[config.mk]
export PLATFORM = sky130hd
export DESIGN_NAME = stick_to_dpad_autorepeat_flat
export DESIGN_NICKNAME = d
export VERILOG_FILES = /design/src/rtl/core/stda_pkg.sv /design/src/rtl/core/stda_if.sv /design/src/rtl/core/stick_to_dpad_autorepeat.sv /design/src/flat_wrapper.sv
export SDC_FILE = /design/constraint.sdc
export NUM_CORES = 2
export LEC_CHECK = 0
export BUFFER_PORTS_ARGS = -buffer_cell sky130_fd_sc_hd__buf_2
export CAP_MARGIN = 40
export CORE_ASPECT_RATIO = 1.2
export CORE_MARGIN = 4
export CORE_UTILIZATION = 55
export DETAILED_ROUTE_END_ITERATION = 12
export GPL_TIMING_DRIVEN = 1
export HOLD_SLACK_MARGIN = 0.08
export PLACE_DENSITY = 0.77
export SYNTH_ARGS = -nofsm -noshare
export SYNTH_HDL_FRONTEND = slang
export SYNTH_SLANG_ARGS = --single-unit
[constraint.sdc]
create_clock -name clk -period 15.2 [get_ports clk]
set_input_delay 0.76 -clock clk [delete_from_list [all_inputs] [get_ports clk]]
set_output_delay 0.76 -clock clk [all_outputs]
set_load 0.1 [all_outputs]
[src/rtl/core/stda_pkg.sv]
// Package for the stick-to-dpad translator: payload types, register
// indexes, outcome codes and fixed constants.
// No dependencies.
package stda_pkg;

    // Default parameter values for the top level.
    localparam int STATUS_WIDTH_DEF = 16;
    localparam int UP_MASK_DEF      = 16;
    localparam int RIGHT_MASK_DEF   = 32;
    localparam int DOWN_MASK_DEF    = 64;
    localparam int LEFT_MASK_DEF    = 128;

    // Deadzone radius limits (0.05 and 0.9 in Q0.15) and default click level (0.55).
    localparam logic [15:0] DZ_MIN        = 16'd1638;
    localparam logic [15:0] DZ_MAX        = 16'd29491;
    localparam logic [15:0] CLICK_DEFAULT = 16'd18022;
    localparam logic [15:0] ONE_Q15       = 16'd32768;

    // Reset values of the configuration registers.
    localparam logic [15:0] RADIUS_RESET      = 16'd8192;
    localparam logic [15:0] FIRST_DELAY_RESET = 16'd400;
    localparam logic [15:0] AGAIN_DELAY_RESET = 16'd120;
    localparam logic [29:0] DZ_SQ_RESET       = 30'd67108864;

    // Squared magnitude of a full-scale stick (1.0 * 1.0 in Q2.30).
    localparam logic [31:0] ONE_SQ = 32'h4000_0000;

    // Configuration register indexes.
    typedef enum logic [2:0] {
        REG_CONFIRM_MASK = 3'd0,
        REG_CANCEL_MASK  = 3'd1,
        REG_ALLOWED_MASK = 3'd2,
        REG_DEAD_RADIUS  = 3'd3,
        REG_CLICK_LEVEL  = 3'd4,
        REG_FIRST_DELAY  = 3'd5,
        REG_AGAIN_DELAY  = 3'd6
    } reg_index_t;

    // Result outcome codes.
    typedef enum logic [2:0] {
        OUTCOME_NORMAL  = 3'd0,
        OUTCOME_CLOSED  = 3'd1,
        OUTCOME_BAD_CFG = 3'd2,
        OUTCOME_NO_IN   = 3'd3,
        OUTCOME_YIELDED = 3'd4
    } outcome_t;

    // One controller sample.
    typedef struct packed {
        logic               menu_active;
        logic               sample_valid;
        logic signed [15:0] stick_x;
        logic signed [15:0] stick_y;
        logic        [15:0] trigger_pull;
        logic               face_a;
        logic               face_b;
        logic               pad_known;
        logic        [15:0] pad_status;
        logic        [31:0] time_ms;
    } in_item_t;

    // One frame result.
    typedef struct packed {
        logic [15:0] pulse_status;
        logic        write_now;
        outcome_t    outcome;
        logic        was_clamped;
        logic        did_step;
        logic        did_repeat;
        logic        did_confirm;
        logic        did_cancel;
        logic        was_idle;
    } out_item_t;

endpackage

[src/rtl/core/stda_if.sv]
// Valid/ready channel interfaces for the stick-to-dpad translator:
// the sample channel and the result channel.
// No dependencies.
interface stda_in_if;
    logic               valid;
    logic               ready;
    logic               menu_active;
    logic               sample_valid;
    logic signed [15:0] stick_x;
    logic signed [15:0] stick_y;
    logic        [15:0] trigger_pull;
    logic               face_a;
    logic               face_b;
    logic               pad_known;
    logic        [15:0] pad_status;
    logic        [31:0] time_ms;

    modport source (
        output valid, menu_active, sample_valid, stick_x, stick_y, trigger_pull,
               face_a, face_b, pad_known, pad_status, time_ms,
        input  ready
    );
    modport sink (
        input  valid, menu_active, sample_valid, stick_x, stick_y, trigger_pull,
               face_a, face_b, pad_known, pad_status, time_ms,
        output ready
    );
endinterface

interface stda_out_if;
    logic        valid;
    logic        ready;
    logic [15:0] pulse_status;
    logic        write_now;
    logic [2:0]  outcome;
    logic        was_clamped;
    logic        did_step;
    logic        did_repeat;
    logic        did_confirm;
    logic        did_cancel;
    logic        was_idle;

    modport source (
        output valid, pulse_status, write_now, outcome, was_clamped, did_step,
               did_repeat, did_confirm, did_cancel, was_idle,
        input  ready
    );
    modport sink (
        input  valid, pulse_status, write_now, outcome, was_clamped, did_step,
               did_repeat, did_confirm, did_cancel, was_idle,
        output ready
    );
endinterface

[src/rtl/core/stick_to_dpad_autorepeat.sv]
// Top level of the stick-to-dpad translator with auto-repeat.
// Depends on stda_pkg and the channel interfaces in stda_if.sv.
//
// Usage:
// - sample: one controller sample per transfer (stick, trigger, buttons,
//   physical pad status and a wrapping millisecond time).
// - result: one frame result per sample, carrying the pad status bits to
//   pulse, an outcome code and the step, repeat, confirm and cancel flags.
// - cfg_wr_en/cfg_index/cfg_data: register writes, taken at any edge with
//   cfg_wr_en high; write only while no sample is in flight.
// Each sample passes through the sample register and then the result register.
// Throughput is one sample per cycle while the receiver keeps up: the sample
// register feeds combinational logic (two 17-bit squares, an add and compares,
// the 32-bit timer compare) into the result register, and the held direction,
// timer and button levels are updated at that same edge, ready for the next sample.
// The squared deadzone radius is registered from the radius register.
// When the receiver stalls, the result register holds and the sample
// register fills; sample.ready drops only when both are full.
// Reset clears both valid bits, the held direction, the timer and the
// button levels, and loads the register reset values.
module stick_to_dpad_autorepeat
    import stda_pkg::*;
#(
    parameter int STATUS_WIDTH = STATUS_WIDTH_DEF,
    parameter int UP_MASK      = UP_MASK_DEF,
    parameter int RIGHT_MASK   = RIGHT_MASK_DEF,
    parameter int DOWN_MASK    = DOWN_MASK_DEF,
    parameter int LEFT_MASK    = LEFT_MASK_DEF
)
(
    input  logic        clk,
    input  logic        rst_n,
    stda_in_if.sink     sample,
    stda_out_if.source  result,
    input  logic        cfg_wr_en,
    input  logic [2:0]  cfg_index,
    input  logic [15:0] cfg_data
);

    // Status-width mask and the direction bits, all within 16 bits.
    localparam logic [15:0] STAT_MASK = (STATUS_WIDTH >= 16) ? 16'hFFFF :
                                        16'((32'd1 << STATUS_WIDTH) - 32'd1);
    localparam logic [15:0] UP_BIT    = 16'(UP_MASK);
    localparam logic [15:0] RIGHT_BIT = 16'(RIGHT_MASK);
    localparam logic [15:0] DOWN_BIT  = 16'(DOWN_MASK);
    localparam logic [15:0] LEFT_BIT  = 16'(LEFT_MASK);
    localparam logic [15:0] DIR_ALL   = UP_BIT | RIGHT_BIT | DOWN_BIT | LEFT_BIT;

    // Configuration registers.
    logic [15:0] confirm_mask_reg;
    logic [15:0] cancel_mask_reg;
    logic [15:0] allowed_mask_reg;
    logic [15:0] dead_radius_reg;
    logic [15:0] click_level_reg;
    logic [15:0] first_delay_reg;
    logic [15:0] again_delay_reg;
    logic [29:0] dz_sq_reg;

    // Pipeline registers.
    logic      in_valid_reg;
    in_item_t  in_item_reg;
    logic      out_valid_reg;
    out_item_t out_item_reg;
    out_item_t out_item_next;

    // Translator state.
    logic [15:0] held_dir_reg;
    logic [15:0] held_dir_next;
    logic        armed_reg;
    logic        armed_next;
    logic [31:0] fire_time_reg;
    logic [31:0] fire_time_next;
    logic        confirm_prev_reg;
    logic        confirm_prev_next;
    logic        cancel_prev_reg;
    logic        cancel_prev_next;

    logic      advance;
    in_item_t  sample_item;

    // Combinational working values.
    logic [15:0] conf_bits;
    logic [15:0] canc_bits;
    logic        masks_ok;
    logic        yield_pad;
    logic [15:0] click_eff;
    logic        confirm_on;
    logic [16:0] abs_x;
    logic [16:0] abs_y;
    logic [33:0] sq_x;
    logic [33:0] sq_y;
    logic [31:0] mag_sq;
    logic        outside_dz;
    logic [15:0] want_dir;
    logic        timer_due;
    logic [31:0] elapsed;
    logic [15:0] dz_clamped;

    // Handshake: the result register advances when empty or taken.
    assign advance      = !out_valid_reg || result.ready;
    assign sample.ready = !in_valid_reg || advance;

    assign sample_item.menu_active  = sample.menu_active;
    assign sample_item.sample_valid = sample.sample_valid;
    assign sample_item.stick_x      = sample.stick_x;
    assign sample_item.stick_y      = sample.stick_y;
    assign sample_item.trigger_pull = sample.trigger_pull;
    assign sample_item.face_a       = sample.face_a;
    assign sample_item.face_b       = sample.face_b;
    assign sample_item.pad_known    = sample.pad_known;
    assign sample_item.pad_status   = sample.pad_status;
    assign sample_item.time_ms      = sample.time_ms;

    // Configuration register writes.
    always_ff @(posedge clk or negedge rst_n)
    begin
        if (!rst_n)
        begin
            confirm_mask_reg <= '0;
            cancel_mask_reg  <= '0;
            allowed_mask_reg <= 16'hFFFF;
            dead_radius_reg  <= RADIUS_RESET;
            click_level_reg  <= CLICK_DEFAULT;
            first_delay_reg  <= FIRST_DELAY_RESET;
            again_delay_reg  <= AGAIN_DELAY_RESET;
        end
        else if (cfg_wr_en)
        begin
            case (cfg_index)
                REG_CONFIRM_MASK: confirm_mask_reg <= cfg_data;
                REG_CANCEL_MASK:  cancel_mask_reg  <= cfg_data;
                REG_ALLOWED_MASK: allowed_mask_reg <= cfg_data;
                REG_DEAD_RADIUS:  dead_radius_reg  <= cfg_data;
                REG_CLICK_LEVEL:  click_level_reg  <= cfg_data;
                REG_FIRST_DELAY:  first_delay_reg  <= cfg_data;
                REG_AGAIN_DELAY:  again_delay_reg  <= cfg_data;
                default:          ;
            endcase
        end
    end

    // Clamped deadzone radius, squared into a register in the cycle after the radius register.
    always_comb
    begin
        if (dead_radius_reg < DZ_MIN)
            dz_clamped = DZ_MIN;
        else if (dead_radius_reg > DZ_MAX)
            dz_clamped = DZ_MAX;
        else
            dz_clamped = dead_radius_reg;
    end

    always_ff @(posedge clk or negedge rst_n)
    begin
        if (!rst_n)
            dz_sq_reg <= DZ_SQ_RESET;
        else
            dz_sq_reg <= 30'(dz_clamped[14:0] * dz_clamped[14:0]);
    end

    // Mask checks, button levels and the physical-pad yield test.
    always_comb
    begin
        conf_bits = confirm_mask_reg & STAT_MASK;
        canc_bits = cancel_mask_reg & STAT_MASK;
        masks_ok  = (conf_bits != '0) && (canc_bits != '0)
                    && ((conf_bits & canc_bits) == '0)
                    && (((conf_bits | canc_bits) & DIR_ALL) == '0)
                    && (((conf_bits | canc_bits) & ~allowed_mask_reg) == '0);
        yield_pad = in_item_reg.pad_known
                    && ((in_item_reg.pad_status & (DIR_ALL | conf_bits | canc_bits)) != '0);

        if (click_level_reg == '0 || click_level_reg > ONE_Q15)
            click_eff = CLICK_DEFAULT;
        else
            click_eff = click_level_reg;
        confirm_on = in_item_reg.face_a || (in_item_reg.trigger_pull >= click_eff);
    end

    // Stick magnitude, deadzone test and direction choice.
    always_comb
    begin
        abs_x = in_item_reg.stick_x[15] ? (17'd0 - {in_item_reg.stick_x[15], in_item_reg.stick_x})
                                        : {1'b0, in_item_reg.stick_x};
        abs_y = in_item_reg.stick_y[15] ? (17'd0 - {in_item_reg.stick_y[15], in_item_reg.stick_y})
                                        : {1'b0, in_item_reg.stick_y};
        sq_x       = abs_x * abs_x;
        sq_y       = abs_y * abs_y;
        mag_sq     = 32'(sq_x) + 32'(sq_y);
        outside_dz = mag_sq > {2'b00, dz_sq_reg};

        want_dir = '0;
        if (outside_dz)
        begin
            if (abs_y >= abs_x)
                want_dir = (!in_item_reg.stick_y[15] && in_item_reg.stick_y != '0) ? UP_BIT
                                                                                   : DOWN_BIT;
            else
                want_dir = (!in_item_reg.stick_x[15] && in_item_reg.stick_x != '0) ? RIGHT_BIT
                                                                                   : LEFT_BIT;
            want_dir = want_dir & STAT_MASK;
        end

        // Wrap-safe deadline test on the signed difference.
        elapsed   = in_item_reg.time_ms - fire_time_reg;
        timer_due = !elapsed[31];
    end

    // Outcome selection, state update and result fields.
    always_comb
    begin
        held_dir_next     = held_dir_reg;
        armed_next        = armed_reg;
        fire_time_next    = fire_time_reg;
        confirm_prev_next = confirm_prev_reg;
        cancel_prev_next  = cancel_prev_reg;
        out_item_next     = '0;

        if (!in_item_reg.menu_active)
        begin
            held_dir_next     = '0;
            armed_next        = 1'b0;
            fire_time_next    = '0;
            confirm_prev_next = confirm_on;
            cancel_prev_next  = in_item_reg.face_b;
            out_item_next.outcome = OUTCOME_CLOSED;
        end
        else if (!masks_ok)
        begin
            held_dir_next  = '0;
            armed_next     = 1'b0;
            fire_time_next = '0;
            out_item_next.outcome = OUTCOME_BAD_CFG;
        end
        else if (!in_item_reg.sample_valid)
        begin
            held_dir_next = '0;
            armed_next    = 1'b0;
            out_item_next.outcome = OUTCOME_NO_IN;
        end
        else if (yield_pad)
        begin
            held_dir_next     = '0;
            armed_next        = 1'b0;
            confirm_prev_next = confirm_on;
            cancel_prev_next  = in_item_reg.face_b;
            out_item_next.outcome = OUTCOME_YIELDED;
        end
        else
        begin
            out_item_next.outcome     = OUTCOME_NORMAL;
            out_item_next.was_clamped = mag_sq > ONE_SQ;

            // A new direction steps at once; a held one repeats when due.
            if (want_dir != held_dir_reg)
            begin
                held_dir_next = want_dir;
                if (want_dir != '0)
                begin
                    out_item_next.pulse_status = want_dir;
                    out_item_next.did_step     = 1'b1;
                    fire_time_next = in_item_reg.time_ms + {16'd0, first_delay_reg};
                    armed_next     = 1'b1;
                end
                else
                begin
                    armed_next = 1'b0;
                end
            end
            else if (want_dir != '0 && armed_reg && timer_due)
            begin
                out_item_next.pulse_status = want_dir;
                out_item_next.did_step     = 1'b1;
                out_item_next.did_repeat   = 1'b1;
                fire_time_next = in_item_reg.time_ms + {16'd0, again_delay_reg};
            end

            // Confirm and cancel pulse on rising edges.
            if (confirm_on && !confirm_prev_reg)
            begin
                out_item_next.pulse_status = out_item_next.pulse_status | conf_bits;
                out_item_next.did_confirm  = 1'b1;
            end
            if (in_item_reg.face_b && !cancel_prev_reg)
            begin
                out_item_next.pulse_status = out_item_next.pulse_status | canc_bits;
                out_item_next.did_cancel   = 1'b1;
            end
            confirm_prev_next = confirm_on;
            cancel_prev_next  = in_item_reg.face_b;

            out_item_next.write_now = out_item_next.pulse_status != '0;
            out_item_next.was_idle  = out_item_next.pulse_status == '0;
        end
    end

    // Sample register.
    always_ff @(posedge clk or negedge rst_n)
    begin
        if (!rst_n)
            in_valid_reg <= 1'b0;
        else if (sample.valid && sample.ready)
            in_valid_reg <= 1'b1;
        else if (advance)
            in_valid_reg <= 1'b0;
    end

    always_ff @(posedge clk)
    begin
        if (sample.valid && sample.ready)
            in_item_reg <= sample_item;
    end

    // Result register and state, updated together when a sample is processed.
    always_ff @(posedge clk or negedge rst_n)
    begin
        if (!rst_n)
        begin
            out_valid_reg    <= 1'b0;
            held_dir_reg     <= '0;
            armed_reg        <= 1'b0;
            fire_time_reg    <= '0;
            confirm_prev_reg <= 1'b0;
            cancel_prev_reg  <= 1'b0;
        end
        else if (advance)
        begin
            out_valid_reg <= in_valid_reg;
            if (in_valid_reg)
            begin
                held_dir_reg     <= held_dir_next;
                armed_reg        <= armed_next;
                fire_time_reg    <= fire_time_next;
                confirm_prev_reg <= confirm_prev_next;
                cancel_prev_reg  <= cancel_prev_next;
            end
        end
    end

    always_ff @(posedge clk)
    begin
        if (advance && in_valid_reg)
            out_item_reg <= out_item_next;
    end

    assign result.valid        = out_valid_reg;
    assign result.pulse_status = out_item_reg.pulse_status;
    assign result.write_now    = out_item_reg.write_now;
    assign result.outcome      = out_item_reg.outcome;
    assign result.was_clamped  = out_item_reg.was_clamped;
    assign result.did_step     = out_item_reg.did_step;
    assign result.did_repeat   = out_item_reg.did_repeat;
    assign result.did_confirm  = out_item_reg.did_confirm;
    assign result.did_cancel   = out_item_reg.did_cancel;
    assign result.was_idle     = out_item_reg.was_idle;

`ifndef SYNTH
    // An armed timer always belongs to a held direction.
    a_armed_has_dir: assert property (@(posedge clk) disable iff (!rst_n)
        armed_reg |-> (held_dir_reg != '0))
        else $error("repeat timer armed with no held direction");

    // A result other than normal carries no pulse and no flags.
    a_abnormal_quiet: assert property (@(posedge clk) disable iff (!rst_n)
        (out_valid_reg && out_item_reg.outcome != OUTCOME_NORMAL) |->
        (out_item_reg.pulse_status == '0 && !out_item_reg.write_now
         && !out_item_reg.did_step && !out_item_reg.did_confirm
         && !out_item_reg.did_cancel && !out_item_reg.was_idle
         && !out_item_reg.was_clamped))
        else $error("non-normal outcome with active result fields");

    // A repeat is always a step.
    a_repeat_is_step: assert property (@(posedge clk) disable iff (!rst_n)
        (out_valid_reg && out_item_reg.did_repeat) |-> out_item_reg.did_step)
        else $error("repeat flagged without a step");

    // A sample that cannot move on stays in the sample register.
    a_sample_held: assert property (@(posedge clk) disable iff (!rst_n)
        (in_valid_reg && !advance) |=> in_valid_reg)
        else $error("stalled sample lost");

    // A processed sample always produces a valid result.
    a_sample_to_result: assert property (@(posedge clk) disable iff (!rst_n)
        (in_valid_reg && advance) |=> out_valid_reg)
        else $error("processed sample produced no result");
`endif

endmodule

[src/flat_wrapper.sv]
// flat-port wrapper written by rule: the top's interface ports become plain ports
module stick_to_dpad_autorepeat_flat import stda_pkg::*;
#(
    parameter int STATUS_WIDTH = STATUS_WIDTH_DEF,
    parameter int UP_MASK      = UP_MASK_DEF,
    parameter int RIGHT_MASK   = RIGHT_MASK_DEF,
    parameter int DOWN_MASK    = DOWN_MASK_DEF,
    parameter int LEFT_MASK    = LEFT_MASK_DEF
)
  (clk, rst_n, cfg_wr_en, cfg_index, cfg_data, sample_valid, sample_menu_active, sample_sample_valid, sample_stick_x, sample_stick_y, sample_trigger_pull, sample_face_a, sample_face_b, sample_pad_known, sample_pad_status, sample_time_ms, sample_ready, result_valid, result_pulse_status, result_write_now, result_outcome, result_was_clamped, result_did_step, result_did_repeat, result_did_confirm, result_did_cancel, result_was_idle, result_ready);
  stda_in_if sample_i ();
  stda_out_if result_i ();
  input  logic clk;
  input  logic rst_n;
  input  logic cfg_wr_en;
  input  logic [2:0] cfg_index;
  input  logic [15:0] cfg_data;
  input wire logic [$bits(sample_i.valid)-1:0] sample_valid;
  input wire logic [$bits(sample_i.menu_active)-1:0] sample_menu_active;
  input wire logic [$bits(sample_i.sample_valid)-1:0] sample_sample_valid;
  input wire logic [$bits(sample_i.stick_x)-1:0] sample_stick_x;
  input wire logic [$bits(sample_i.stick_y)-1:0] sample_stick_y;
  input wire logic [$bits(sample_i.trigger_pull)-1:0] sample_trigger_pull;
  input wire logic [$bits(sample_i.face_a)-1:0] sample_face_a;
  input wire logic [$bits(sample_i.face_b)-1:0] sample_face_b;
  input wire logic [$bits(sample_i.pad_known)-1:0] sample_pad_known;
  input wire logic [$bits(sample_i.pad_status)-1:0] sample_pad_status;
  input wire logic [$bits(sample_i.time_ms)-1:0] sample_time_ms;
  output wire logic [$bits(sample_i.ready)-1:0] sample_ready;
  output wire logic [$bits(result_i.valid)-1:0] result_valid;
  output wire logic [$bits(result_i.pulse_status)-1:0] result_pulse_status;
  output wire logic [$bits(result_i.write_now)-1:0] result_write_now;
  output wire logic [$bits(result_i.outcome)-1:0] result_outcome;
  output wire logic [$bits(result_i.was_clamped)-1:0] result_was_clamped;
  output wire logic [$bits(result_i.did_step)-1:0] result_did_step;
  output wire logic [$bits(result_i.did_repeat)-1:0] result_did_repeat;
  output wire logic [$bits(result_i.did_confirm)-1:0] result_did_confirm;
  output wire logic [$bits(result_i.did_cancel)-1:0] result_did_cancel;
  output wire logic [$bits(result_i.was_idle)-1:0] result_was_idle;
  input wire logic [$bits(result_i.ready)-1:0] result_ready;
  assign sample_i.valid = sample_valid;
  assign sample_i.menu_active = sample_menu_active;
  assign sample_i.sample_valid = sample_sample_valid;
  assign sample_i.stick_x = sample_stick_x;
  assign sample_i.stick_y = sample_stick_y;
  assign sample_i.trigger_pull = sample_trigger_pull;
  assign sample_i.face_a = sample_face_a;
  assign sample_i.face_b = sample_face_b;
  assign sample_i.pad_known = sample_pad_known;
  assign sample_i.pad_status = sample_pad_status;
  assign sample_i.time_ms = sample_time_ms;
  assign sample_ready = sample_i.ready;
  assign result_valid = result_i.valid;
  assign result_pulse_status = result_i.pulse_status;
  assign result_write_now = result_i.write_now;
  assign result_outcome = result_i.outcome;
  assign result_was_clamped = result_i.was_clamped;
  assign result_did_step = result_i.did_step;
  assign result_did_repeat = result_i.did_repeat;
  assign result_did_confirm = result_i.did_confirm;
  assign result_did_cancel = result_i.did_cancel;
  assign result_was_idle = result_i.was_idle;
  assign result_i.ready = result_ready;
  stick_to_dpad_autorepeat #(.STATUS_WIDTH(STATUS_WIDTH), .UP_MASK(UP_MASK), .RIGHT_MASK(RIGHT_MASK), .DOWN_MASK(DOWN_MASK), .LEFT_MASK(LEFT_MASK)) u_core (.clk(clk), .rst_n(rst_n), .sample(sample_i), .result(result_i), .cfg_wr_en(cfg_wr_en), .cfg_index(cfg_index), .cfg_data(cfg_data));
endmodule
# Word-level counts from Yosys, hierarchy flattened
# Cells that the tools add are included.
dict set report classes {
  n_mul 3
  eq_ne 14
  reduce_logical 51
  n_addsub 6
  order_cmp 7
  bitwise_logic 11
  mux 59
}
# operator n
set ops {}
lappend ops {{$mux W16} 25}
lappend ops {{$mux W32} 7}
lappend ops {{$reduce_bool A16 Y1} 7}
lappend ops {{$logic_not A16 Y1} 5}
lappend ops {{$add A32 B16 Y32} 2}
lappend ops {{$mul A17 B17 Y32} 2}
lappend ops {{$or A16 B16 Y16} 4}
lappend ops {{$and A16 B16 Y16} 3}
lappend ops {{$mux W17} 2}
lappend ops {{$sub A1 B16 Y17 const A} 2}
lappend ops {{$add A32 B32 Y32} 1}
lappend ops {{$gt A32 B30 Y1} 1}
lappend ops {{$gt A32 B31 Y1 const B} 1}
lappend ops {{$sub A32 B32 Y32} 1}
lappend ops {{$mul A15 B15 Y30} 1}
lappend ops {{$mux W15} 2}
lappend ops {{$ge A17 B17 Y1} 1}
lappend ops {{$mux W1} 17}
lappend ops {{$ge A16 B16 Y1} 1}
lappend ops {{$gt A16 B15 Y1 const B} 1}
lappend ops {{$gt A16 B16 Y1 const B} 1}
lappend ops {{$lt A16 B11 Y1 const B} 1}
lappend ops {{$ne A16 B16 Y1} 1}
lappend ops {{$not A16 Y16} 1}
lappend ops {{other kinds (23)} 61}
dict set report word_totals {
  register_bits 322
  out_inout_bits 28
}

# Depth between registers and ports, before layout
dict set report depth {
  depth_word 28
  ltp_mapped 63
  depth_no_buf 59
}

# Worst setup path after synthesis
# OpenSTA, ideal clock, no wires.
dict set report synth_path {
  path_kind {register to register}
  from {reg u_core.in_item_reg[83] in the netlist's numbering}
  to {reg u_core.fire_time_reg[19]}
  path_slack_ns 1.339
  required_ns 15.078
  setup_ns 0.122
  arrival_ns 13.740
  stages_incl_launch_ff 56
  n_path_buf 4
  path_cell_list {edfxtp_1 > clkbuf_1 > inv_1 > clkbuf_1 > ha_1 > or3b_2 > or2_2 > o31ai_1 > xnor2_1 > inv_1 > buf_1 > nor2_1 > fa_1 > fa_1 > inv_1 > fa_1 > fa_1 > inv_1 > (+20 left out) > a21oi_1 > o21ai_0 > a21oi_1 > and3_1 > mux2i_1 > buf_2 > mux2_2 > ha_1 > nand3_1 > a2bb2oi_1 > a2111oi_0 > o31ai_1 > a21oi_1 > nand3_1 > a311oi_1 > nand4_1 > xnor2_1 > a32o_1}
}
dict set report synth_between {
  elab_chain_cells 12
  word_cells_on_any_way 23
  classes_between {add/sub: 2; mul: 1; order compare: 2; eq/ne: 3; mux: 9; reduce/logical: 6}
}
# element line_no
set synth_rtl {}
lappend synth_rtl {{start: declaration} stick_to_dpad_autorepeat.sv:61} ;# in_item_t in_item_reg;
lappend synth_rtl {{start signal: assignment} stick_to_dpad_autorepeat.sv:311} ;# in_item_reg <= sample_item;
lappend synth_rtl {{$sub A1 B16 Y17} stick_to_dpad_autorepeat.sv:183} ;# abs_x = in_item_reg.stick_x[15] ? (17'd0 - {in_item_reg.stick_x[15], in_item_reg.stick_x})
lappend synth_rtl {{$mux W17} stick_to_dpad_autorepeat.sv:183}
lappend synth_rtl {{$mul A17 B17 Y32} stick_to_dpad_autorepeat.sv:187} ;# sq_x = abs_x * abs_x;
lappend synth_rtl {{$add A32 B32 Y32} stick_to_dpad_autorepeat.sv:189} ;# mag_sq = 32'(sq_x) + 32'(sq_y);
lappend synth_rtl {{$gt A32 B30 Y1} stick_to_dpad_autorepeat.sv:190} ;# outside_dz = mag_sq > {2'b00, dz_sq_reg};
lappend synth_rtl {{$mux W16 (*)} stick_to_dpad_autorepeat.sv:193} ;# if (outside_dz)
lappend synth_rtl {{$ne A16 B16 Y1} stick_to_dpad_autorepeat.sv:255} ;# if (want_dir != held_dir_reg)
lappend synth_rtl {{$mux W32} stick_to_dpad_autorepeat.sv:255}
lappend synth_rtl {{$mux W32} stick_to_dpad_autorepeat.sv:241} ;# else if (yield_pad)
lappend synth_rtl {{$mux W32} stick_to_dpad_autorepeat.sv:235} ;# else if (!in_item_reg.sample_valid)
lappend synth_rtl {{$mux W32} stick_to_dpad_autorepeat.sv:228} ;# else if (!masks_ok)
lappend synth_rtl {{$mux W32} stick_to_dpad_autorepeat.sv:219} ;# if (!in_item_reg.menu_active)
lappend synth_rtl {{end signal: assignment} stick_to_dpad_autorepeat.sv:333} ;# fire_time_reg <= fire_time_next;
lappend synth_rtl {{end: declaration} stick_to_dpad_autorepeat.sv:71} ;# logic [31:0] fire_time_reg;
# Every way passes the cells marked *; elsewhere a longest branch is shown, timed or not. The select of a mux whose other input is x is not followed.
# A chain may end at the register's enable or synchronous reset.

# Final worst setup path
dict set report layout_path {
  from {reg u_core.in_item_reg[85] in the netlist's numbering}
  to {reg u_core.fire_time_reg[19]}
}
# The elaborated chain is that of the path after synthesis.

==> summary.md <==
| Metric | Value |
|---|---|
| Status | complete, no violations |
| Setup TNS | 0 ns |
| I/O pin cnt | 153 |
| Number of CTS-inserted buffers | 36 |
| Delay-heaviest family, CP | adder cells |
| Wire per inst | 19.6 um |
| Post-Synth Simple-Gate Area | 10.0% |
| Post-synth top area share | a little under a third |
| Cells after Synth | 3678 |
| Yosys Warn Count | 0 |
| Die ar. | 72000 um^2 |
| Clock network latency to the later pin of the worst-skew pair | 0.59 ns |
| Post-DP HPWL | 80.0 mm |
| # setup viols final | 0 |
| HP Class | input port to async pin |
| First-pass GRT wire length | around 160 mm |
| Port bufs | around 150 |
| Global Route Usage Sum | 27.5% |
| Routed Antenna Nets | 0 |
| Data required, critical path | 15.66 ns |
| Synth area leader | fa_1 |
| Clk sinks | ~300 |
| Synth-to-layout area growth | 10.1% |
| Xor and xnor area share after synthesis | 3.05% |
| Nets | 5035 |
| Compound-Gate Fraction of Synth Area | under 10% |
| Startpoint Class | flip-flop |
| H-Tree Depth | 2 |
| Synth cell types | between 80 and 90 |
| Initial Util | 55.5% |
| Initial DRC Count | approximately 1400 |
| Vias | between 20000 and 30000 |
| Worst Max-Slew Pin Slew | ~0.94 ns |
| Mux contribution to synthesized area | ~4.1% |
| Placer Congestion | 0.980 |
| Asr flop ratio synth | 58.8% |
| Most frequent cells in the layout | inv_1, fa_1, ha_1 |
| Residual DRC count | 0 |
| Place WS | 0.574 ns |
| CTS tree | built |
| Worst-path maximum fanout | 22 |
| Filler Cells Inserted | between 5000 and 6000 |
| Crit path DAT | 14.77 ns |
| Placed Area | 39800 um^2 |
| Main combinational cell family by area after synthesis | adder cells |
| Register area share after synthesis | 22.5% |
| Most used cell, CP | fa_1 |
| Die Span Y | 293 um |
| Setup crit end kind | flip-flop |
| Area contributors post-synth | fa_1, ha_1, edfxtp_1 |
| Row cnt | 104 |
| Final instance area | a little over 40000 um^2 |
| Commonest non-fill, non-tap cell in the layout | inv_1 |
| Worst Path Buf+Inv | 10 |
| Clk buf depth | 3 |
| CP peak stage delay | ~0.55 ns |
| F_max | 69.9 MHz |
| Post-CTS setup buffers | 0 |
| PnR worst setup slack | 0.884 ns |
| Reg clk slew, reported paths | 0.07 ns |
| Largest net degree at the start of global routing | 80 |
| CP max stage cell | fa_1 |
| Critical path type | flip-flop to flip-flop |
| Main synth FF type | dfrtp_1 |
| Setup Skew | roughly 0.038 ns |
| Synth Area per Inst | 10.1 um^2 |
| Slew Limit Headroom | between 30% and 40% |
| TritonRoute pass-1 iters | 5 |
| Max reg flops | 101 |
| Drt total wl | 95.8 mm |
| Root Driver | clkbuf_16 |
| Fin crit share | 94.2% |
| Core Footprint | between 60000 and 70000 um^2 |
| Max Transition Viols Final | 0 |
| Initial antenna violation count | 0 |
| Post-synthesis adder-cell area fraction | roughly 44% |
| Min cycle time layout | 14.32 ns |
| Post-synth EDFFs | between 100 and 150 |
| Routed vias/inst | 5.50 |
| Die X | 246 um |
| Share of cells above drive strength 1 | 12.2% |
| Hold Vio Cnt, Final | 0 |
| Vias in the first global route | 29400 |
| Antenna Cells | 0 |
| Total grt overflow | 0 |
| Unrepaired setup endpoints after global routing | no |
| Synthesized area | 37300 um^2 |
| Post-synthesis register bit count | 308 |
| Max-cap violations | 0 |
[worst paths after layout]
path | depth (start not counted) | start | slack (ns) | end
setup / recovery | 53 | u_core.in_item_reg[85]$_DFFE_PP_ | 0.88 | u_core.fire_time_reg[19]$_DFFE_PN0P_
hold / removal | 1 | rst_n | 0.23 | u_core.canc_bits[12]$_DFFE_PN0P_
setup reg to reg | 53 | u_core.in_item_reg[85]$_DFFE_PP_ | 0.88 | u_core.fire_time_reg[19]$_DFFE_PN0P_
hold reg to reg | 1 | u_core.first_delay_reg[14]$_DFFE_PN0P_ | 0.51 | u_core.first_delay_reg[14]$_DFFE_PN0P_
max in group asynchronous | 4 | rst_n | 13.19 | u_core.dz_sq_reg[26]$_DFF_PN1_
min in group clk | 1 | sample_stick_y[13] | 0.35 | u_core.in_item_reg[80]$_DFFE_PP_
[per-stage QoR]
step / util [%] / instances / hold WS (ns)
detailed placement: 59.3 / 4815 / 0.494
global route: 61.1 / 4881 / 0.256
finish: 61.1 / 4881 / 0.232
CTS: 61.1 / 4881 / 0.227
floorplan: - / 3755 / 0.457
global placement: 59.2 / 4809 / 0.476
[cell type report]
type | count | area, um^2 | share of cell area (%)
Sequential cell | 308 | 8380 | 20.4
Tap cell | 901 | 1130 | 2.75
Inverter | 859 | 3220 | 7.86
Multi-Input combinational cell | 2524 | 25800 | 62.8
Clock buffer | 46 | 1030 | 2.51
Clock inverter | 20 | 199 | 0.485
Timing Repair Buffer | 223 | 1320 | 3.23
[layer usage]
| layer | GRT usage, % | wire length, um | vias up |
|---|---|---|---|
| met2 | 49.6 | 49700 | 987 |
| li1 | - | - | 12200 |
| met3 | 3.63 | 5490 | 310 |
| met1 | 32.5 | 35000 | 13300 |
| met5 | 0 | 0 | - |
| met4 | 13.0 | 5550 | 0 |
[cell usage after synthesis (all sizes together), types with 21 or more instances]
library cell / count
a21o: 44
a21oi: 83
and3: 28
clkbuf: 58
dfrtp: 150
dfstp: 31
edfxtp: 127
fa: 573
ha: 385
inv: 844
mux2: 130
nand2: 262
nand2b: 21
nand3: 40
nand4: 34
nor2: 283
nor3: 36
o21ai: 80
o22ai: 21
xnor2: 91
xor2: 39
[logic make-up after synthesis]
family | Yosys count
mux | 137
compound gates | 399
fa+ha+maj | 959
flops | 308
buf+inv | 923
simple gates | 820
other cells | 2
xor+xnor | 130
[what timing repair did]
| item | 4_1_cts | 5_1_grt |
|---|---|---|
| endpoints found under the setup margin | 0 | 17 |
| hold endpoints to repair | 0 | 0 |
| gates resized for setup | 0 | 5 |
| hold buffers | 0 | 0 |
Power is left out: the tool's default activity adds up to more than one toggle a clock period on the data nets, which glitch-free logic cannot reach.
